==> config.mk <==
export PLATFORM = sky130hd
export DESIGN_NAME = bit_vector_find_first_top
export DESIGN_NICKNAME = d
export VERILOG_FILES = /design/src/rtl/bvff_pkg.sv /design/src/rtl/bit_vector_find_first_top.sv
export SDC_FILE = /design/constraint.sdc
export NUM_CORES = 2
export LEC_CHECK = 0
export BUFFER_PORTS_ARGS = -buffer_cell sky130_fd_sc_hd__buf_2
export CORE_MARGIN = 1.5
export CORE_UTILIZATION = 41
export CTS_CLUSTER_DIAMETER = 150
export DETAILED_ROUTE_END_ITERATION = 6
export PLACE_DENSITY = 0.64
export SLEW_MARGIN = 20
export SYNTH_ARGS = -nofsm -noshare
export SYNTH_HDL_FRONTEND = slang
export SYNTH_SLANG_ARGS = --single-unit
==> constraint.sdc <==
create_clock -name aclk -period 9.1 [get_ports aclk]
set_clock_uncertainty 0.05 [all_clocks]
set_input_delay 0.91 -clock aclk [delete_from_list [all_inputs] [get_ports aclk]]
set_output_delay 0.91 -clock aclk [all_outputs]
set_load 0.01 [all_outputs]
==> src/rtl/bvff_pkg.sv <==
package bvff_pkg;

    // Storage word geometry.
    localparam int WORD_BITS = 64;
    localparam int OFS_W     = 6;

    // Field widths of the request, result and configuration transactions.
    localparam int INDEX_W = 10;
    localparam int SIZE_W  = 11;

    // Default store size and reset value of the active size register.
    localparam int DEFAULT_BITS = 1024;
    localparam logic [SIZE_W-1:0] ACTIVE_BITS_RESET = 11'd1024;

    // Request kinds.
    typedef enum logic [1:0] {
        KIND_READ  = 2'd0,
        KIND_WRITE = 2'd1,
        KIND_FILL  = 2'd2,
        KIND_FIND  = 2'd3
    } kind_t;

endpackage

==> src/rtl/bit_vector_find_first_top.sv <==
// An index out of range is answered straight from the idle state; read and write pass
// through the read and modify states, fill writes every word, and find first searches
// one 64-bit word per cycle through the single memory read port, then locates the bit.
// One request is in flight at a time; the next is accepted in the cycle after the result
// transaction. Reset (synchronous, active low) starts a clearing pass, one word per
// cycle, during which no request is accepted.
module bit_vector_find_first_top
    import bvff_pkg::*;
#(
    parameter int BITS = DEFAULT_BITS
) (
    input  logic               aclk,
    input  logic               aresetn,

    input  logic               cfg_valid,
    output logic               cfg_ready,
    input  logic [SIZE_W-1:0]  cfg_active_bits,

    input  logic               s_valid,
    output logic               s_ready,
    input  logic [1:0]         s_kind,
    input  logic [INDEX_W-1:0] s_index,
    input  logic               s_value,

    output logic               m_valid,
    input  logic               m_ready,
    output logic               m_status,
    output logic               m_bit_value,
    output logic [INDEX_W-1:0] m_found_index
);

    localparam int WORDS = (BITS + WORD_BITS - 1) / WORD_BITS;
    localparam int AW    = (WORDS > 1) ? $clog2(WORDS) : 1;
    localparam int CNTW  = $clog2(WORDS + 1);
    localparam int CW    = (CNTW + OFS_W > SIZE_W + 1) ? CNTW + OFS_W : SIZE_W + 1;
    localparam int BITS_CAP = (BITS > 2047) ? 2047 : BITS;
    localparam logic [SIZE_W-1:0] SIZE_CAP = SIZE_W'(BITS_CAP);
    localparam logic [CNTW-1:0]   WORDS_C  = CNTW'(WORDS);
    localparam logic [CNTW-1:0]   LAST_C   = CNTW'(WORDS - 1);

    typedef enum logic [2:0] {
        ST_CLEAR,
        ST_IDLE,
        ST_READ,
        ST_MODIFY,
        ST_FILL,
        ST_FIND,
        ST_FFS,
        ST_RESP
    } state_t;

    state_t               state_reg, state_next;
    logic [SIZE_W-1:0]    active_bits_reg;
    kind_t                kind_reg, kind_next;
    logic [INDEX_W-1:0]   idx_reg, idx_next;
    logic                 val_reg, val_next;
    logic                 fill_val_reg, fill_val_next;
    logic [CNTW-1:0]      word_cnt_reg, word_cnt_next;
    logic [CNTW-1:0]      chk_cnt_reg, chk_cnt_next;
    logic                 chk_valid_reg, chk_valid_next;
    logic [63:0]          hit_word_reg, hit_word_next;
    logic                 m_valid_reg, m_valid_next;
    logic                 status_reg, status_next;
    logic                 bit_value_reg, bit_value_next;
    logic [INDEX_W-1:0]   found_reg, found_next;

    logic [63:0]          store_mem [WORDS];
    logic [63:0]          rd_data_reg;
    logic [AW-1:0]        rd_addr;
    logic                 mem_we;
    logic [AW-1:0]        mem_waddr;
    logic [63:0]          mem_wdata;

    logic [SIZE_W-1:0]    size;
    logic [CW-1:0]        size_ext;
    logic [CW-1:0]        issue_base;
    logic [CW-1:0]        chk_base;
    logic [CW-1:0]        remain;
    logic [63:0]          tail_mask;
    logic [63:0]          search_word;
    logic                 issue_ok;
    logic                 in_range;
    logic [63:0]          bit_mask;
    logic [OFS_W-1:0]     ffs_pos;
    logic [CW-1:0]        found_full;

    // Lowest set bit of a nonzero word by a six-step halving search.
    function automatic logic [OFS_W-1:0] lowest_set(input logic [63:0] w);
        logic [OFS_W-1:0] pos;
        logic [63:0]      cur;
        pos = '0;
        cur = w;
        for (int s = OFS_W - 1; s >= 0; s--) begin
            if ((cur & ((64'd1 << (1 << s)) - 64'd1)) == 64'd0) begin
                pos[s] = 1'b1;
                cur    = cur >> (1 << s);
            end
        end
        return pos;
    endfunction

    assign cfg_ready     = 1'b1;
    assign s_ready       = (state_reg == ST_IDLE);
    assign m_valid       = m_valid_reg;
    assign m_status      = status_reg;
    assign m_bit_value   = bit_value_reg;
    assign m_found_index = found_reg;

    // Active size clipped to the store.
    assign size     = (active_bits_reg > SIZE_CAP) ? SIZE_CAP : active_bits_reg;
    assign size_ext = CW'(size);

    // Request range check, done on the incoming index.
    assign in_range = (CW'(s_index) < size_ext) && (CW'(s_index[INDEX_W-1:OFS_W]) < CW'(WORDS));

    // Search window: the word being issued and the word being checked.
    assign issue_base  = CW'({word_cnt_reg, OFS_W'(0)});
    assign chk_base    = CW'({chk_cnt_reg, OFS_W'(0)});
    assign issue_ok    = (word_cnt_reg < WORDS_C) && (issue_base < size_ext);
    assign remain      = size_ext - chk_base;
    assign tail_mask   = (remain < CW'(WORD_BITS)) ?
                         ((64'd1 << remain[OFS_W-1:0]) - 64'd1) : {64{1'b1}};
    assign search_word = (val_reg ? rd_data_reg : ~rd_data_reg) & tail_mask;

    assign bit_mask   = 64'd1 << idx_reg[OFS_W-1:0];
    assign ffs_pos    = lowest_set(hit_word_reg);
    assign found_full = CW'({chk_cnt_reg, ffs_pos});

    assign rd_addr = (state_reg == ST_FIND) ? AW'(word_cnt_reg) : AW'(idx_reg[INDEX_W-1:OFS_W]);

    // Word store with one write port and one registered read port.
    always_ff @(posedge aclk) begin
        if (mem_we) begin
            store_mem[mem_waddr] <= mem_wdata;
        end
        rd_data_reg <= store_mem[rd_addr];
    end

    // Configuration register.
    always_ff @(posedge aclk) begin
        if (!aresetn) begin
            active_bits_reg <= ACTIVE_BITS_RESET;
        end else if (cfg_valid && cfg_ready) begin
            active_bits_reg <= cfg_active_bits;
        end
    end

    // Sequencer next-state logic.
    always_comb begin
        state_next     = state_reg;
        kind_next      = kind_reg;
        idx_next       = idx_reg;
        val_next       = val_reg;
        fill_val_next  = fill_val_reg;
        word_cnt_next  = word_cnt_reg;
        chk_cnt_next   = chk_cnt_reg;
        chk_valid_next = chk_valid_reg;
        hit_word_next  = hit_word_reg;
        m_valid_next   = m_valid_reg;
        status_next    = status_reg;
        bit_value_next = bit_value_reg;
        found_next     = found_reg;
        mem_we         = 1'b0;
        mem_waddr      = AW'(word_cnt_reg);
        mem_wdata      = {64{fill_val_reg}};

        case (state_reg)
            ST_CLEAR, ST_FILL: begin
                mem_we = 1'b1;
                if (word_cnt_reg == LAST_C) begin
                    if (state_reg == ST_CLEAR) begin
                        state_next = ST_IDLE;
                    end else begin
                        m_valid_next   = 1'b1;
                        status_next    = 1'b0;
                        bit_value_next = 1'b0;
                        found_next     = '0;
                        state_next     = ST_RESP;
                    end
                end else begin
                    word_cnt_next = word_cnt_reg + 1'b1;
                end
            end

            ST_IDLE: begin
                if (s_valid) begin
                    kind_next      = kind_t'(s_kind);
                    idx_next       = s_index;
                    val_next       = s_value;
                    word_cnt_next  = '0;
                    chk_valid_next = 1'b0;
                    case (kind_t'(s_kind))
                        KIND_READ, KIND_WRITE: begin
                            if (in_range) begin
                                state_next = ST_READ;
                            end else begin
                                m_valid_next   = 1'b1;
                                status_next    = 1'b1;
                                bit_value_next = 1'b0;
                                found_next     = '0;
                                state_next     = ST_RESP;
                            end
                        end
                        KIND_FILL: begin
                            fill_val_next = s_value;
                            state_next    = ST_FILL;
                        end
                        KIND_FIND: begin
                            state_next = ST_FIND;
                        end
                        default: begin
                            state_next = ST_IDLE;
                        end
                    endcase
                end
            end

            ST_READ: begin
                state_next = ST_MODIFY;
            end

            ST_MODIFY: begin
                // Read data is back; update the bit in place for a write.
                if (kind_reg == KIND_WRITE) begin
                    mem_we    = 1'b1;
                    mem_waddr = AW'(idx_reg[INDEX_W-1:OFS_W]);
                    mem_wdata = val_reg ? (rd_data_reg | bit_mask) : (rd_data_reg & ~bit_mask);
                end
                m_valid_next   = 1'b1;
                status_next    = 1'b0;
                bit_value_next = rd_data_reg[idx_reg[OFS_W-1:0]];
                found_next     = '0;
                state_next     = ST_RESP;
            end

            ST_FIND: begin
                // One word issued and the previous one checked each cycle.
                if (chk_valid_reg && (search_word != 64'd0)) begin
                    hit_word_next = search_word;
                    state_next    = ST_FFS;
                end else if (!issue_ok) begin
                    m_valid_next   = 1'b1;
                    status_next    = 1'b1;
                    bit_value_next = 1'b0;
                    found_next     = '0;
                    state_next     = ST_RESP;
                end else begin
                    chk_cnt_next   = word_cnt_reg;
                    chk_valid_next = 1'b1;
                    word_cnt_next  = word_cnt_reg + 1'b1;
                end
            end

            ST_FFS: begin
                m_valid_next   = 1'b1;
                status_next    = 1'b0;
                bit_value_next = 1'b0;
                found_next     = found_full[INDEX_W-1:0];
                state_next     = ST_RESP;
            end

            ST_RESP: begin
                if (m_ready) begin
                    m_valid_next = 1'b0;
                    state_next   = ST_IDLE;
                end
            end

            default: begin
                state_next = ST_IDLE;
            end
        endcase
    end

    // Sequencer state and registered outputs.
    always_ff @(posedge aclk) begin
        if (!aresetn) begin
            state_reg     <= ST_CLEAR;
            word_cnt_reg  <= '0;
            fill_val_reg  <= 1'b0;
            chk_valid_reg <= 1'b0;
            m_valid_reg   <= 1'b0;
        end else begin
            state_reg     <= state_next;
            word_cnt_reg  <= word_cnt_next;
            fill_val_reg  <= fill_val_next;
            chk_valid_reg <= chk_valid_next;
            m_valid_reg   <= m_valid_next;
        end
        kind_reg      <= kind_next;
        idx_reg       <= idx_next;
        val_reg       <= val_next;
        chk_cnt_reg   <= chk_cnt_next;
        hit_word_reg  <= hit_word_next;
        status_reg    <= status_next;
        bit_value_reg <= bit_value_next;
        found_reg     <= found_next;
    end

endmodule

==> results by group <==
Status
  – Status: finished clean

Placed design
  – Detailed placement HPWL: 83.9 mm
  – Placed Area: 53,500 sq um
  – Number of port buffers: 42
  – Placement Setup Slack: ~2.9 ns
  – Placed Cells: 4,682
  – GP Congestion: approximately 0.96

Power and ir drop
  – P_leak: 17.1 nW
  – Total chip power: roughly 11 mW
  – VDD IR max: 0.151 mV
  – Pwr dens: between 150 and 200 nW/um^2

Global route
  – Pin count of the biggest net entering global routing: between 100 and 150
  – Initial antenna violation count: 3
  – GRT overflow: 0
  – First-pass GRT wire length: between 200 and 250 mm
  – Total Routing Usage GR: approximately 22%
  – Via count of the first global-routing pass: just under 30,000

Floorplanning
  – Die width: between 300 and 400 um
  – Die area: 126,000 sq um
  – Io pins: 44
  – Initial Util: around two fifths
  – Row count: 128
  – Height of the chip: 355 um
  – Core Box Area: roughly 120,000 sq um

Setup path
  – Worst Path Required: between 9 and 10 ns
  – Crit path launch type: register
  – Slowest Stage Delay on Critical Path: roughly 0.86 ns
  – Critical path startpoint: active_bits_reg[10]
  – Cell chain of the critical path: buf_4 > inv_1 > nand2_1 > ha_1 > fa_1 > nand2b_1 > a21oi_1 > xor2_1 > nor2_2 > buf_4 > a21o_1 > a221oi_1 > a2111oi_0 > nand4_1 > o41ai_4 > a21oi_2 > a211oi_2 > buf_4
  – Crit path capture type: register
  – CP bufs+invs: 4
  – CP Class: reg -> reg
  – CP max-delay cell: o41ai_4
  – Critical path fanouts, max: 37
  – Worst path top cell family by delay: compound AO/OA/AOI/OAI gates
  – Critical Path AT: 6.67 ns
  – Reg2reg start: active_bits_reg[10]
  – Most used cell, CP: buf_4

Timing
  – Final setup viols: 0
  – Hold_ws: ~0.31 ns
  – RSZ-0062 raised after global routing: false
  – Max Slew Vio Count: 0
  – Post-route minimum period: 6.30 ns
  – Final number of hold-violating endpoints: 0
  – Crit path setup slack, layout: between 2 and 3 ns
  – Slew Limit Headroom: between 10% and 20%
  – Fin Setup TNS: 0 ns
  – Crit share post-route: between 60% and 70%
  – Max frequency: 159 MHz
  – Actual slew at the worst max-slew pin: 1.18 ns

Routing
  – Iter 0 DRT Violations: between 3,000 and 4,000
  – Final ANT Viol Nets: 0
  – Avg WL per Cell: roughly 29 um
  – DRC: 0
  – DR pass1 iterations: 6
  – Via density per instance: 6.06
  – Post-Route WL: between 100 and 150 mm
  – Vias: 29,700

Yosys
  – Syn Nets: 3,138
  – Synth Cell Area: 50,800 sq um
  – Post-synth cell types: 99
  – Area contributors post-synth: edfxtp_1, mux4_2, dfxtp_1, nand2_1, o21ai_0
  – Post-Synthesis Cells: 3,086
  – Sequential fraction of the synthesis area: a little over two thirds
  – Synth Flop Type: edfxtp_1
  – Yosys warns: 0
  – Syn Area/Cell: between 15 and 20 sq um
  – Post-synth EDFFs: between 1,000 and 1,500
  – #FFs+latches synth: approximately 1,200
  – Largest area contributor in the netlist: edfxtp_1
  – Post-synthesis async set-or-reset flop share: 0%
  – Synth top area share: about two thirds

Worst hold path
  – Worst hold path class: in -> reg
  – Hold_sp: s_kind[0]

Clock tree
  – TritonCTS clock tree: yes
  – Worst-Skew Late Latency: approximately 0.75 ns
  – Post-CTS sizing: 0
  – CTS buffer count: about 120
  – Setup Buffers After CTS: 0
  – H-Tree Depth: 3
  – CTS sink cnt: ~1,200
  – Hold_buf cts: 0
  – Reg clk slew, reported paths: 0.07 ns
  – CTS root buf: clkbuf_16
  – Max clock buf depth: 3

Finish
  – Final Cell Area: about 58,000 sq um
  – Multi-input gate area: approximately 15,000 sq um
  – Post-layout util: 47.0%
  – FF/Latch Area: around 35,000 sq um
  – Share of cells above drive strength 1: 21.6%
  – Fillcell total: a little over 10,000
  – Synthesis-to-finish area growth: 13.4%
  – Final nets: roughly 3,200
  – Largest register FFs: about 1,000
  – Fin cells: between 4,000 and 5,000

Job
  – Max Cap Viol: 0
## cells by family after synthesis
kind of cell	share of synthesized area [%]
multiplexers	12.7
adder cells (fa/ha/maj)	0.581
AND/OR/NAND/NOR	6.73
XOR/XNOR	1.33
other	0.00738
AO/OA/AOI/OAI	7.29
buffers and inverters	1.92
flip-flops	69.4
## power by group
| group | internal, mW | switching [mW] |
|---|---|---|
| combinational | 0.0960 | 0.222 |
| sequential | 6.10 | 0.0387 |
| clock | 2.86 | 2.13 |
| total | 9.05 | 2.39 |
## synth_stat cells (all sizes together) (55+ instances only)
master	number
dfxtp	86
and2	76
nor2	124
edfxtp	1117
a21oi	153
a31oi	81
clkbuf	113
a211oi	74
nand2	213
mux4	277
xor2	55
buf	84
o21ai	160
## layout make-up
cell class / count / share of cell area (%)
Multi-Input combinational cell: 1648 / 25.7
Clock inverter: 66 / 1.33
Clock buffer: 161 / 5.69
Timing Repair Buffer: 168 / 2.25
Inverter: 38 / 0.248
Antenna cell: 1 / 0.00435
Tap cell: 1625 / 3.53
Sequential cell: 1203 / 61.3
## metal layers
metal	up-vias	GRT usage (%)	wire, um
li1	12600	-	-
met1	15500	31.2	58900
met2	1383	34.9	66000
met3	260	3.39	10900
met4	0	8.02	4900
met5	-	0	0
## layout by cell type (no fill, tap or decap), drive strengths merged, types with 28 or more instances in the layout
master / Yosys / routed
a211oi: 74 / 74
a21oi: 153 / 153
a31oi: 81 / 81
and2: 76 / 76
buf: 84 / 168
clkbuf: 113 / 161
clkinv: 1 / 40
dfxtp: 86 / 86
edfxtp: 1117 / 1117
inv: 37 / 44
mux4: 277 / 277
nand2: 213 / 213
nand3: 28 / 28
nor2: 124 / 124
nor3: 47 / 47
o21ai: 160 / 160
xor2: 55 / 55
## final timing paths
path / end / slack, ns / cells after the start
setup / recovery: m_found_index[4] / 2.80 / 18
hold / removal: kind_reg[0] / 0.31 / 1
setup reg to reg: m_found_index[4] / 2.80 / 18
hold reg to reg: m_valid / 0.43 / 2
(Power assumes the default switching activity.)
